<file path="src/ewds_pkg.sv">
// shared types and constants for the encoder wrap-delta speed block
package ewds_pkg;

  // configuration register indexes
  localparam int unsigned CFG_IDX_W = 1;
  localparam logic [CFG_IDX_W-1:0] CFG_COUNTS_PER_REV = 1'b0;
  localparam logic [CFG_IDX_W-1:0] CFG_GEAR_RATIO_Q8  = 1'b1;

  localparam logic [15:0] CPR_RESET  = 16'd1024;
  localparam logic [15:0] GEAR_RESET = 16'd7680;

  // operation codes
  localparam logic OP_SAMPLE = 1'b0;
  localparam logic OP_CLEAR  = 1'b1;

  // 60 s * 1000 ms, and 1000 ms * 2^8
  localparam logic [15:0] RPM_K = 16'd60000;
  localparam logic [17:0] CPS_K = 18'd256000;

  // shared divider
  localparam int unsigned DIV_W = 48;
  localparam int unsigned CNT_W = $clog2(DIV_W);

  // job queue between front and back
  localparam int unsigned QDEPTH = 2;
  localparam int unsigned QPTR_W = $clog2(QDEPTH);

  typedef struct packed {
    logic        clear;
    logic [16:0] delta;
    logic        reverse;
    logic [15:0] sample_ms;
  } job_t;

  typedef struct packed {
    logic [15:0] counts_per_rev;
    logic [15:0] gear_ratio_q8;
  } cfg_t;

  typedef struct packed {
    logic [33:0] speed_cps_q8;
    logic [39:0] speed_rpm_q8;
    logic        reverse;
    logic [16:0] position_delta;
  } res_t;

  typedef enum logic [2:0] {
    BK_IDLE,
    BK_MUL1,
    BK_MUL2,
    BK_DIV_RPM,
    BK_DIV_CPS,
    BK_DONE
  } bk_state_e;

endpackage

</file>
<file path="src/ewds_front.sv">
// front end: takes items, forms the wrap-corrected delta and direction, queues a job
module ewds_front #(
  parameter int unsigned COUNTER_PERIOD = 65536
) (
  input  logic          clk_i,
  input  logic          rst_ni,
  input  logic          in_valid_i,
  output logic          in_ready_o,
  input  logic          operation_i,
  input  logic [15:0]   counter_value_i,
  input  logic [15:0]   sample_ms_i,
  input  logic          full_i,
  output logic          push_o,
  output ewds_pkg::job_t job_o
);
  import ewds_pkg::*;

  localparam logic signed [18:0] PERIOD_S    = 19'(COUNTER_PERIOD);
  localparam logic signed [18:0] HALF_S      = 19'(COUNTER_PERIOD / 2);
  localparam logic signed [18:0] DELTA_MIN_S = -19'sd32768;
  localparam logic signed [18:0] DELTA_MAX_S = 19'sd32768;

  logic [15:0] prev_q, prev_d;
  logic        dir_q, dir_d;

  logic signed [18:0] cur, prev, diff, wrapped, sat;

  assign in_ready_o = !full_i;
  assign push_o     = in_valid_i && !full_i;

  always_comb begin
    cur  = {{3{counter_value_i[15]}}, counter_value_i};
    prev = {{3{prev_q[15]}}, prev_q};
    diff = cur - prev;
    wrapped = diff;
    if (diff < 0) begin
      if (-diff > HALF_S) wrapped = diff + PERIOD_S;
    end else begin
      if (diff > HALF_S) wrapped = diff - PERIOD_S;
    end
    sat = wrapped;
    if (wrapped < DELTA_MIN_S) sat = DELTA_MIN_S;
    if (wrapped > DELTA_MAX_S) sat = DELTA_MAX_S;

    prev_d = prev_q;
    dir_d  = dir_q;
    job_o.sample_ms = sample_ms_i;
    if (operation_i == OP_CLEAR) begin
      prev_d        = '0;
      job_o.clear   = 1'b1;
      job_o.delta   = '0;
      job_o.reverse = dir_q;
    end else begin
      prev_d = counter_value_i;
      if (sat > 0) begin
        dir_d = 1'b0;
      end else if (sat < 0) begin
        dir_d = 1'b1;
      end
      job_o.clear   = 1'b0;
      job_o.delta   = sat[16:0];
      job_o.reverse = dir_d;
    end
  end

  always_ff @(posedge clk_i or negedge rst_ni) begin
    if (!rst_ni) begin
      prev_q <= '0;
      dir_q  <= 1'b0;
    end else if (push_o) begin
      prev_q <= prev_d;
      dir_q  <= dir_d;
    end
  end

endmodule

</file>
<file path="src/ewds_fifo.sv">
// short job queue between the front and back ends
module ewds_fifo (
  input  logic           clk_i,
  input  logic           rst_ni,
  input  logic           push_i,
  input  ewds_pkg::job_t job_i,
  output logic           full_o,
  input  logic           pop_i,
  output logic           valid_o,
  output ewds_pkg::job_t job_o
);
  import ewds_pkg::*;

  job_t              mem_q [QDEPTH];
  logic [QPTR_W-1:0] wr_ptr_q, rd_ptr_q;
  logic [QPTR_W:0]   count_q;

  assign full_o  = (count_q == (QPTR_W+1)'(QDEPTH));
  assign valid_o = (count_q != '0);
  assign job_o   = mem_q[rd_ptr_q];

  always_ff @(posedge clk_i) begin
    if (push_i) mem_q[wr_ptr_q] <= job_i;
  end

  always_ff @(posedge clk_i or negedge rst_ni) begin
    if (!rst_ni) begin
      wr_ptr_q <= '0;
      rd_ptr_q <= '0;
      count_q  <= '0;
    end else begin
      if (push_i) wr_ptr_q <= wr_ptr_q + 1'b1;
      if (pop_i)  rd_ptr_q <= rd_ptr_q + 1'b1;
      if (push_i && !pop_i) begin
        count_q <= count_q + 1'b1;
      end else if (pop_i && !push_i) begin
        count_q <= count_q - 1'b1;
      end
    end
  end

endmodule

</file>
<file path="src/ewds_div.sv">
// shift-subtract unsigned divider, one quotient bit per cycle
module ewds_div (
  input  logic                       clk_i,
  input  logic                       rst_ni,
  input  logic                       start_i,
  input  logic [ewds_pkg::DIV_W-1:0] num_i,
  input  logic [ewds_pkg::DIV_W-1:0] den_i,
  output logic                       done_o,
  output logic [ewds_pkg::DIV_W-1:0] quo_o
);
  import ewds_pkg::*;

  logic [DIV_W-1:0] rem_q, quo_q, den_q;
  logic [DIV_W-1:0] rem_d, quo_d;
  logic [CNT_W-1:0] cnt_q;
  logic             busy_q, done_q;

  logic [DIV_W:0]   rem_sh;
  logic [DIV_W+1:0] sub;

  always_comb begin
    rem_sh = {rem_q, quo_q[DIV_W-1]};
    sub    = {1'b0, rem_sh} - {2'b00, den_q};
    if (!sub[DIV_W+1]) begin
      rem_d = sub[DIV_W-1:0];
      quo_d = {quo_q[DIV_W-2:0], 1'b1};
    end else begin
      rem_d = rem_sh[DIV_W-1:0];
      quo_d = {quo_q[DIV_W-2:0], 1'b0};
    end
  end

  always_ff @(posedge clk_i) begin
    if (start_i) begin
      rem_q <= '0;
      quo_q <= num_i;
      den_q <= den_i;
    end else if (busy_q) begin
      rem_q <= rem_d;
      quo_q <= quo_d;
    end
  end

  always_ff @(posedge clk_i or negedge rst_ni) begin
    if (!rst_ni) begin
      busy_q <= 1'b0;
      done_q <= 1'b0;
      cnt_q  <= '0;
    end else begin
      done_q <= 1'b0;
      if (start_i) begin
        busy_q <= 1'b1;
        cnt_q  <= '0;
      end else if (busy_q) begin
        cnt_q <= cnt_q + 1'b1;
        if (cnt_q == CNT_W'(DIV_W - 1)) begin
          busy_q <= 1'b0;
          done_q <= 1'b1;
        end
      end
    end
  end

  assign done_o = done_q;
  assign quo_o  = quo_q;

endmodule

</file>
<file path="src/ewds_back.sv">
// back end: scales and divides one job at a time, holds the result item
module ewds_back (
  input  logic           clk_i,
  input  logic           rst_ni,
  input  ewds_pkg::cfg_t cfg_i,
  input  logic           job_valid_i,
  input  ewds_pkg::job_t job_i,
  output logic           pop_o,
  output logic           out_valid_o,
  input  logic           out_ready_i,
  output ewds_pkg::res_t res_o
);
  import ewds_pkg::*;

  bk_state_e   state_q, state_d;
  job_t        job_q, job_d;
  logic [15:0] mag_q, mag_d;
  logic        neg_q, neg_d;
  logic [31:0] prod_q, prod_d;
  logic [31:0] num_rpm_q, num_rpm_d;
  logic        zero_q, zero_d;
  logic [39:0] rpm_q, rpm_d;
  logic [33:0] cps_q, cps_d;
  logic        out_valid_q, out_valid_d;
  res_t        res_q, res_d;

  logic             div_start, div_done;
  logic [DIV_W-1:0] div_num, div_den, div_quo;
  logic [16:0]      mag_full;
  logic [33:0]      num_cps;

  ewds_div u_div (
    .clk_i  (clk_i),
    .rst_ni (rst_ni),
    .start_i(div_start),
    .num_i  (div_num),
    .den_i  (div_den),
    .done_o (div_done),
    .quo_o  (div_quo)
  );

  assign mag_full = job_i.delta[16] ? (17'd0 - job_i.delta) : job_i.delta;
  assign num_cps  = {18'd0, mag_q} * {16'd0, CPS_K};

  always_comb begin
    state_d     = state_q;
    job_d       = job_q;
    mag_d       = mag_q;
    neg_d       = neg_q;
    prod_d      = prod_q;
    num_rpm_d   = num_rpm_q;
    zero_d      = zero_q;
    rpm_d       = rpm_q;
    cps_d       = cps_q;
    res_d       = res_q;
    out_valid_d = out_valid_q;
    pop_o       = 1'b0;
    div_start   = 1'b0;
    div_num     = '0;
    div_den     = '0;

    if (out_valid_q && out_ready_i) out_valid_d = 1'b0;

    case (state_q)
      BK_IDLE: begin
        if (job_valid_i) begin
          pop_o = 1'b1;
          job_d = job_i;
          neg_d = job_i.delta[16];
          mag_d = mag_full[15:0];
          if (job_i.clear) begin
            rpm_d   = '0;
            cps_d   = '0;
            state_d = BK_DONE;
          end else begin
            state_d = BK_MUL1;
          end
        end
      end
      BK_MUL1: begin
        prod_d    = {16'd0, cfg_i.counts_per_rev} * {16'd0, cfg_i.gear_ratio_q8};
        num_rpm_d = {16'd0, mag_q} * {16'd0, RPM_K};
        state_d   = BK_MUL2;
      end
      BK_MUL2: begin
        div_start = 1'b1;
        div_num   = {num_rpm_q, 16'd0};
        div_den   = {16'd0, prod_q} * {32'd0, job_q.sample_ms};
        zero_d    = (prod_q == '0) || (job_q.sample_ms == '0);
        state_d   = BK_DIV_RPM;
      end
      BK_DIV_RPM: begin
        if (div_done) begin
          if (zero_q) begin
            rpm_d = '0;
          end else if (neg_q) begin
            rpm_d = 40'd0 - div_quo[39:0];
          end else begin
            rpm_d = div_quo[39:0];
          end
          div_start = 1'b1;
          div_num   = {14'd0, num_cps};
          div_den   = {32'd0, job_q.sample_ms};
          zero_d    = (job_q.sample_ms == '0);
          state_d   = BK_DIV_CPS;
        end
      end
      BK_DIV_CPS: begin
        if (div_done) begin
          if (zero_q) begin
            cps_d = '0;
          end else if (neg_q) begin
            cps_d = 34'd0 - div_quo[33:0];
          end else begin
            cps_d = div_quo[33:0];
          end
          state_d = BK_DONE;
        end
      end
      BK_DONE: begin
        // wait for the output slot, then hand the item over
        if (!out_valid_q || out_ready_i) begin
          res_d.position_delta = job_q.delta;
          res_d.reverse        = job_q.reverse;
          res_d.speed_rpm_q8   = rpm_q;
          res_d.speed_cps_q8   = cps_q;
          out_valid_d          = 1'b1;
          state_d              = BK_IDLE;
        end
      end
      default: begin
        state_d = BK_IDLE;
      end
    endcase
  end

  always_ff @(posedge clk_i) begin
    job_q     <= job_d;
    mag_q     <= mag_d;
    neg_q     <= neg_d;
    prod_q    <= prod_d;
    num_rpm_q <= num_rpm_d;
    zero_q    <= zero_d;
    rpm_q     <= rpm_d;
    cps_q     <= cps_d;
    res_q     <= res_d;
  end

  always_ff @(posedge clk_i or negedge rst_ni) begin
    if (!rst_ni) begin
      state_q     <= BK_IDLE;
      out_valid_q <= 1'b0;
    end else begin
      state_q     <= state_d;
      out_valid_q <= out_valid_d;
    end
  end

  assign out_valid_o = out_valid_q;
  assign res_o       = res_q;

endmodule

</file>
<file path="src/encoder_wrap_delta_speed.sv">
// top level: encoder wrap-aware delta and speed measurement
//
//   channel   dir  width  contents
//   s_axis    in   32+1   tdata: counter_value, sample_ms; tuser: operation
//   m_axis    out  96     tdata: position_delta, reverse, speed_rpm_q8, speed_cps_q8
//   cfg       in   1+16   register write, no read-back
//
// a sample item's result comes from two 48-step shift-subtract divisions on one
// shared divider (rpm, then counts per second); a clear item skips the divider
// and goes straight to the result; the front end takes an item per cycle, as
// long as the queue is not full, into a two-entry job queue while the back end
// works or its result waits
// rst_ni clears the stored reading, direction, queue and back-end state
module encoder_wrap_delta_speed #(
  parameter int unsigned COUNTER_PERIOD = 65536
) (
  input  logic        clk_i,
  input  logic        rst_ni,
  input  logic        s_axis_tvalid,
  output logic        s_axis_tready,
  input  logic [31:0] s_axis_tdata,   // counter_value[15:0], sample_ms[31:16]
  input  logic [0:0]  s_axis_tuser,   // operation[0]
  output logic        m_axis_tvalid,
  input  logic        m_axis_tready,
  // position_delta[16:0], reverse[17], speed_rpm_q8[57:18],
  // speed_cps_q8[91:58], zero[95:92]
  output logic [95:0] m_axis_tdata,
  input  logic        cfg_we_i,
  input  logic [ewds_pkg::CFG_IDX_W-1:0] cfg_index_i,
  input  logic [15:0] cfg_data_i
);
  import ewds_pkg::*;

  cfg_t cfg_q;
  job_t front_job, queue_job;
  res_t res;
  logic push, full, pop, job_valid;

  always_ff @(posedge clk_i or negedge rst_ni) begin
    if (!rst_ni) begin
      cfg_q.counts_per_rev <= CPR_RESET;
      cfg_q.gear_ratio_q8  <= GEAR_RESET;
    end else if (cfg_we_i) begin
      case (cfg_index_i)
        CFG_COUNTS_PER_REV: cfg_q.counts_per_rev <= cfg_data_i;
        CFG_GEAR_RATIO_Q8:  cfg_q.gear_ratio_q8  <= cfg_data_i;
        default: ;
      endcase
    end
  end

  ewds_front #(
    .COUNTER_PERIOD(COUNTER_PERIOD)
  ) u_front (
    .clk_i          (clk_i),
    .rst_ni         (rst_ni),
    .in_valid_i     (s_axis_tvalid),
    .in_ready_o     (s_axis_tready),
    .operation_i    (s_axis_tuser[0]),
    .counter_value_i(s_axis_tdata[15:0]),
    .sample_ms_i    (s_axis_tdata[31:16]),
    .full_i         (full),
    .push_o         (push),
    .job_o          (front_job)
  );

  ewds_fifo u_fifo (
    .clk_i  (clk_i),
    .rst_ni (rst_ni),
    .push_i (push),
    .job_i  (front_job),
    .full_o (full),
    .pop_i  (pop),
    .valid_o(job_valid),
    .job_o  (queue_job)
  );

  ewds_back u_back (
    .clk_i      (clk_i),
    .rst_ni     (rst_ni),
    .cfg_i      (cfg_q),
    .job_valid_i(job_valid),
    .job_i      (queue_job),
    .pop_o      (pop),
    .out_valid_o(m_axis_tvalid),
    .out_ready_i(m_axis_tready),
    .res_o      (res)
  );

  assign m_axis_tdata = {4'd0, res.speed_cps_q8, res.speed_rpm_q8, res.reverse,
                         res.position_delta};

endmodule
</file>
<file path="config.mk">
export PLATFORM = sky130hd
export DESIGN_NAME = encoder_wrap_delta_speed
export DESIGN_NICKNAME = d
export VERILOG_FILES = /design/src/ewds_pkg.sv /design/src/ewds_front.sv /design/src/ewds_fifo.sv /design/src/ewds_div.sv /design/src/ewds_back.sv /design/src/encoder_wrap_delta_speed.sv
export SDC_FILE = /design/constraint.sdc
export NUM_CORES = 2
export LEC_CHECK = 0
export BUFFER_PORTS_ARGS = -buffer_cell sky130_fd_sc_hd__buf_2
export CELL_PAD_IN_SITES_DETAIL_PLACEMENT = 0
export CELL_PAD_IN_SITES_GLOBAL_PLACEMENT = 1
export CORE_UTILIZATION = 45
export CTS_BUF_LIST = sky130_fd_sc_hd__clkbuf_2 sky130_fd_sc_hd__clkbuf_4 sky130_fd_sc_hd__clkbuf_8
export DETAILED_ROUTE_END_ITERATION = 8
export PLACE_DENSITY = 0.79
export SYNTH_ARGS = -nofsm -noshare
export SYNTH_HDL_FRONTEND = slang
export SYNTH_HIERARCHICAL = 1
export SYNTH_SLANG_ARGS = --single-unit
</file>
<file path="constraint.sdc">
create_clock -name clk_i -period 6.5 [get_ports clk_i]
set_input_delay 0.325 -clock clk_i [delete_from_list [all_inputs] [get_ports clk_i]]
set_output_delay 0.325 -clock clk_i [all_outputs]
set_load 0.1 [all_outputs]
</file>
Word level (Yosys, flattened, before mapping)
Memory sizes are Yosys's and may differ from the RTL's.
Index checks and enable logic that the tools add are counted.
Operators by class
  add/sub/neg operators: 13
  reductions and logical operators: 28
  equal/unequal tests: 12
  multipliers: 4
  bitwise operators: 2
  $lt $le $gt $ge: 7
  multiplexer cells: 57
Operator list (number)
  $mux 34: 6
  $mux 40: 5
  $pmux 48 s2: 2
  $mux 48: 3
  $mux 19: 6
  $pmux 40 s2: 1
  $pmux 34 s2: 1
  $sub 49x48->50: 1
  $mul 32x16->48: 1
  $mux 16: 3
  $sub 1x40->40 const A: 1
  $gt 19x17->1 const B: 2
  $sub 1x34->34 const A: 1
  $logic_not 32->1: 1
  $mul 16x16->32: 1
  $mul 16x11->27 const B: 1
  $mul 16x7->23 const B: 1
  $add 17x18->19 const B: 1
  $gt 19x1->1 const B: 1
  $lt 19x1->1 const B: 1
  $lt 19x16->1 const B: 1
  $neg 17->19: 1
  $sub 17x18->19 const B: 1
  $mux 1: 18
  29 further kinds: 62
Word-level totals
  logic and storage cells: 153
  output and inout bits: 98
  register bits after elaboration: 486
  memory bits (writable): 70
  memories kept: 1
Memory list
  u_fifo.mem_q: words 2, width 35, read ports 1, clocked after memory_dff 0, wr ports 1, RTL line ewds_fifo.sv:14  | job_t mem_q [QDEPTH];

Longest topological paths before layout
  depth after elaboration: 12
  mapped depth: 25
  depth with buffers taken out: 23

By module
Netlist, hierarchy kept.
By module, submodules not included
  ewds_back: area each 40314.9 sq um, instances 1, cells each 4088
  ewds_div: area each 8695.8 sq um, instances 1, cells each 886
  ewds_fifo: area each 2865.2 sq um, instances 1, cells each 125
  ewds_front: area each 1943.1 sq um, instances 1, cells each 238
  encoder_wrap_delta_speed: area each 1292.5 sq um, instances 1, cells each 74

Worst setup path before layout
No wires, ideal clock.
  path kind: flip-flop to flip-flop
  from: register u_back.state_q[1]
  to: register u_fifo.count_q[1]
  stages on the path, launching flop included: 9
  period minus slack after synthesis: 7.047 ns
  library setup time: 0.079 ns
  slack: -0.547 ns
  data arrival time: 6.968 ns
  cell sequence: dfrtp_1 clkbuf_1 clkbuf_1 nor4b_1 inv_1 ha_1 xor2_1 nor2_1 xor2_1
Between the ends
  cells in the longest elaborated chain, start to end: 5
RTL lines
  start, declared: RTL line ewds_back.sv:15  | bk_state_e state_q, state_d;
  start signal, assigned: RTL line ewds_back.sv:154  | state_q <= state_d;
  $logic_not 3->1 (*): RTL line ewds_back.sv:64  | case (state_q)
  $mux 1 (*): RTL line ewds_back.sv:64
  via pop: RTL line encoder_wrap_delta_speed.sv:37  | logic push, full, pop, job_valid;
  $logic_not 1->1: RTL line ewds_fifo.sv:34  | if (push_i && !pop_i) begin
  $logic_and 1x1->1: RTL line ewds_fifo.sv:34
  $mux 2 / $reduce_bool 2->1 (equally long branches)
  end signal, assigned: RTL line ewds_fifo.sv:35  | count_q <= count_q + 1'b1;
  end signal, assigned: RTL line ewds_fifo.sv:37  | count_q <= count_q - 1'b1;
  end, declared: RTL line ewds_fifo.sv:16  | logic [QPTR_W:0] count_q;
The timed path passes the listed nets; every way through them passes the cells marked *.
A chain may end at the register's enable or synchronous reset.

Worst setup path in the final report
  from: register u_back/job_q[6] in the netlist's numbering
  to: register u_back.u_div.den_q[42] (data pin)
Between the ends
  cells in the longest elaborated chain, start to end: 2
RTL lines
  start, declared: RTL line ewds_back.sv:16  | job_t job_q, job_d;
  start signal, assigned: RTL line ewds_back.sv:138  | job_q <= job_d;
  $mul 32x16->48: RTL line ewds_back.sv:88  | div_den = {16'd0, prod_q} * {32'd0, job_q.sample_ms};
  $pmux 48 s2: RTL line ewds_back.sv:64
  via u_back.div_den[42]: RTL line ewds_back.sv:28  | logic [DIV_W-1:0] div_num, div_den, div_quo;
  end signal, assigned: RTL line ewds_div.sv:37  | den_q <= den_i;
  end, declared: RTL line ewds_div.sv:13  | logic [DIV_W-1:0] rem_q, quo_q, den_q;
The timed path passes the listed nets, and every way through them passes these cells.

==> results.md <==
- Cell Chain, Critical Path: buf_6 > buf_8 > and2_4 > fa_1 > inv_1 > fa_2 > fa_2 > fa_1 > inv_1 > fa_1 > inv_1 > fa_1 > inv_2 > ha_4 > buf_6 > o2111a_1 > nand2_1 > o31a_1 > buf_4 > o211ai_1 > o2111ai_2 > o41ai_2 > xnor2_1 > nor2_1
- Detailed Place HPWL: roughly 100000 um
- Worst Path Required: 7010 ps
- Number of setup violations in the final report: 0
- Overflow left after global routing: 0
- Source of the worst register-to-register timing path: u_back/job_q[6]
- Clock-pin slew on the worst setup and hold paths: 60 ps
- Critical Path Most Common Cell: sky130_fd_sc_hd__fa_1
- Number of vias after detailed routing: 38500
- Share of layout cells above drive strength 1: 14.6%
- Final period demand of the worst path: 6390 ps
- Outcome: finished clean
- Register area share after synthesis: 28.7%
- Buffer cell driving the clock tree root: sky130_fd_sc_hd__clkbuf_8
- Area share of the largest cell type after synthesis: 25.9%
- Remaining max-slew budget at the tightest pin: 24.9%
- Count of maximum capacitance violations: 0
- Average wire length per cell after detail routing: 17.8 um
- Final Worst Setup Slack: between 100 and 150 ps
- Overall routing resource usage: 21.6%
- Critical Path Max Stage Delay: around 530 ps
- Startpoint-to-endpoint class of the critical path: flip-flop to flip-flop
- Post-Layout Cell Count: 7441
- Mux contribution to synthesized area: 2.80%
- Slowest-stage cell, CP: sky130_fd_sc_hd__fa_1
- Synth-to-layout area growth: 13.1%
- Worst Hold Class: input port to flip-flop
- Core Region: between 0.1 and 0.15 sq mm
- Largest net degree at the start of global routing: 77
- Gp weighted congestion: between 0.9 and 1
- Gate count after technology mapping: 5411
- H-tree lvl count: 3
- Main combinational cell family by area after synthesis: adder cells
- Effective utilization at floorplan: roughly 45%
- Detail Route Antenna Nets: 0
- Top FF cell, synth: sky130_fd_sc_hd__edfxtp_1
- Total CTS buffers: 95
- Number of cells in the design after placement: just over 7000
- Final #Nets: 6899
- Synth Area per Inst: 10.2 sq um
- WL final: 132000 um
- Startpoint of the most critical setup path: u_back/job_q[6]
- Number of remaining DRC errors: 0
- Sink Count: about 550
- Initial DRT Pass Iterations: 6
- Maximum clock rate: roughly 160 MHz
- Synth Area in Simple Gates: 13.7%
- Cell Rows: 128
- Critical Path End Type: flip-flop
- Vias in the first global route: 40000
- Ports: 153
- Max-slew violation count: 0
- Yosys Warn Count: 6
- Xor and xnor fraction of the mapped netlist area: 3.37%
- Count of buffers inserted at the top-level ports: 148
- Unrepaired setup endpoints after global routing: yes
- Kind of cell adding the most delay to the critical path: adder cells
- Maximum count of clock buffers along a single path: 3
- Worst clock skew on the final layout: 55.5 ps
- Post-synth EDFFs: 441
- Worst hold start: s_axis_tvalid
- Worst path arrival time: about 7000 ps
- Die boundary width: 352 um
- Share of synthesized registers carrying an async set or reset: 11.7%
- Number of storage elements in the synthesis netlist: around 550
- Leading post-synthesis cells by cell area: sky130_fd_sc_hd__fa_1, sky130_fd_sc_hd__edfxtp_1, sky130_fd_sc_hd__ha_1
- Die ar.: 0.124 sq mm
- Transition at the pin with the smallest max-transition slack: 1130 ps
- Drt initial violations: 2638
- Pre-CTS setup slack: -33.1 ps
- Compound-Gate Fraction of Synth Area: 8.37%
- Syn Std Cell Area: 0.0551 sq mm
- Global-route wire length before repair: 215000 um
- Post-Synth Adder-Cell Area: 34.9%
- Final count of hold timing violations: 0
- Maximum fanout count along the critical path: 8
- CTS tree: yes
- Later-pin clock latency in the skew report: between 700 and 800 ps
- Sum Neg Setup Slack: 0 ps
- Die extent in y: between 300 and 400 um
- Number of buffers and inverters on the critical path: 8
- Largest area contributor in the synthesized netlist: sky130_fd_sc_hd__fa_1
- Via-to-Cell Ratio: 5.18
- Kind of start point of the critical path: flip-flop
- Antenna violations before repair: 5
- Count of different cell masters after synthesis: 102
- Final cycle utilization of the critical path: 98.4%
[logic make-up after synthesis]
logic type      Yosys count
fa+ha+maj              1111
xor+xnor                211
mux                     125
compound gates          704
flops                   554
buf+inv                1132
other cells               2
simple gates           1572
[what timing repair did]
| item | in CTS | in global routing |
|---|---|---|
| pin swaps | 0 | 94 |
| resized for setup | 1 | 146 |
| buffers inserted | 0 | 21 |
| setup endpoints to repair | 1 | 30 |
| cloned | 0 | 1 |
| hold buffers | 54 | 0 |
| endpoints found under the hold margin | 141 | 0 |
[synth_stat cells, types with 11 or more instances]
cell	count
sky130_fd_sc_hd__edfxtp_1	441
sky130_fd_sc_hd__ha_1	397
sky130_fd_sc_hd__inv_1	887
sky130_fd_sc_hd__o31ai_1	28
sky130_fd_sc_hd__o211ai_1	11
sky130_fd_sc_hd__o21ai_0	156
sky130_fd_sc_hd__nand2_1	677
sky130_fd_sc_hd__xnor2_1	93
sky130_fd_sc_hd__o21a_1	29
sky130_fd_sc_hd__nor2_1	263
sky130_fd_sc_hd__a21o_1	82
sky130_fd_sc_hd__o21bai_1	26
sky130_fd_sc_hd__a211oi_1	25
sky130_fd_sc_hd__a31oi_1	24
sky130_fd_sc_hd__dfxtp_1	48
sky130_fd_sc_hd__a21oi_1	187
sky130_fd_sc_hd__mux2_4	39
sky130_fd_sc_hd__or3_1	17
sky130_fd_sc_hd__a311oi_1	24
sky130_fd_sc_hd__clkbuf_1	206
sky130_fd_sc_hd__nand3_1	44
sky130_fd_sc_hd__buf_4	21
sky130_fd_sc_hd__and2_1	328
sky130_fd_sc_hd__and3_1	32
sky130_fd_sc_hd__nor4_1	19
sky130_fd_sc_hd__nor3_1	36
sky130_fd_sc_hd__fa_1	714
sky130_fd_sc_hd__nand4_1	27
sky130_fd_sc_hd__nor2b_1	29
sky130_fd_sc_hd__nand2b_1	21
sky130_fd_sc_hd__o41ai_1	11
sky130_fd_sc_hd__xor2_1	117
sky130_fd_sc_hd__mux2_2	77
sky130_fd_sc_hd__nand3b_1	23
sky130_fd_sc_hd__dfrtp_1	60
[per-layer routing]
metal	vias up	track usage (%)	share of wire [%]	wire length, um
met5	-	0	0	0
met1	19100	30.6	46	60900
met2	1098	34.0	46	60300
met4	0	5.20	2.1	2730
li1	18200	-	-	-
met3	168	4.17	6.3	8300
[metrics by stage]
step | hold WS, ps | util, % | cell area [sq um]
after floorplan | 29.4 | - | 55200
after global placement | 402 | 48.4 | 58900
after detailed placement | 405 | 48.4 | 58900
after CTS | 17.6 | 50.6 | 61500
after global routing | 47.1 | 51.3 | 62300
final | 99.7 | 51.3 | 62300
[area by class of cell]
class                      count  area (sq um)
fill                       10900         59200
tap                         1625          2030
clock inverter                44           442
antenna                        2          5.00
timing repair buffer         456          3510
sequential                   554         15900
clock buffer                 134          1660
multi-input combinational   3738         35500
inverter                     888          3330
[cell usage in the layout (no fill, tap or decap), drive strengths merged, types with 26 or more instances in the layout]
master	netlist	routed
a21o	83	83
a21oi	191	191
and2	328	328
and3	33	33
buf	36	401
clkbuf	207	135
clkinv	1	28
dfrtp	60	60
dfxtp	48	48
dlygate4sd3	0	54
edfxtp	441	441
fa	714	714
ha	397	397
inv	887	893
mux2	116	116
nand2	679	679
nand3	44	44
nand4	27	27
nor2	263	263
nor2b	30	30
nor3	36	36
o21a	29	29
o21ai	166	166
o21bai	26	26
o31ai	31	31
xnor2	93	93
xor2	118	118
[flip-flops by register name, summed over array words and instances, names as in the netlist, 27 cells and up]
name and flops:
u_fifo/mem_q 70, u_back/u_div/quo_o 48, u_back/u_div/den_q 48, u_back/cps_q 34
cfg_q 32, u_back/rpm_q 40, u_back/res_o 92, u_back/prod_q 32
u_back/num_rpm_q 27, u_back/u_div/rem_q 48, u_back/job_q 33
[path summary, 6_finish.rpt]
check	to	slack [ps]	cells past startpoint
worst max register to register	u_back/u_div/den_q[42]	110	24
min in group asynchronous	u_front/prev_q[11]	230	2
max in group asynchronous	u_back/u_div/busy_q	5550	2
worst min-delay path	u_front/dir_q	100	3
worst min register to register	u_back/res_o[20]	390	0
worst max-delay path	u_back/u_div/den_q[42]	110	24
[worst min-delay path, delay by kind of cell]
kind | cells | cell delay [ps]
simple gates | 1 | 270
buf+inv | 1 | 100
compound gates | 1 | 130
Power is left out: the tool's default activity adds up to more than one toggle a clock period on the data nets, which glitch-free logic cannot reach.
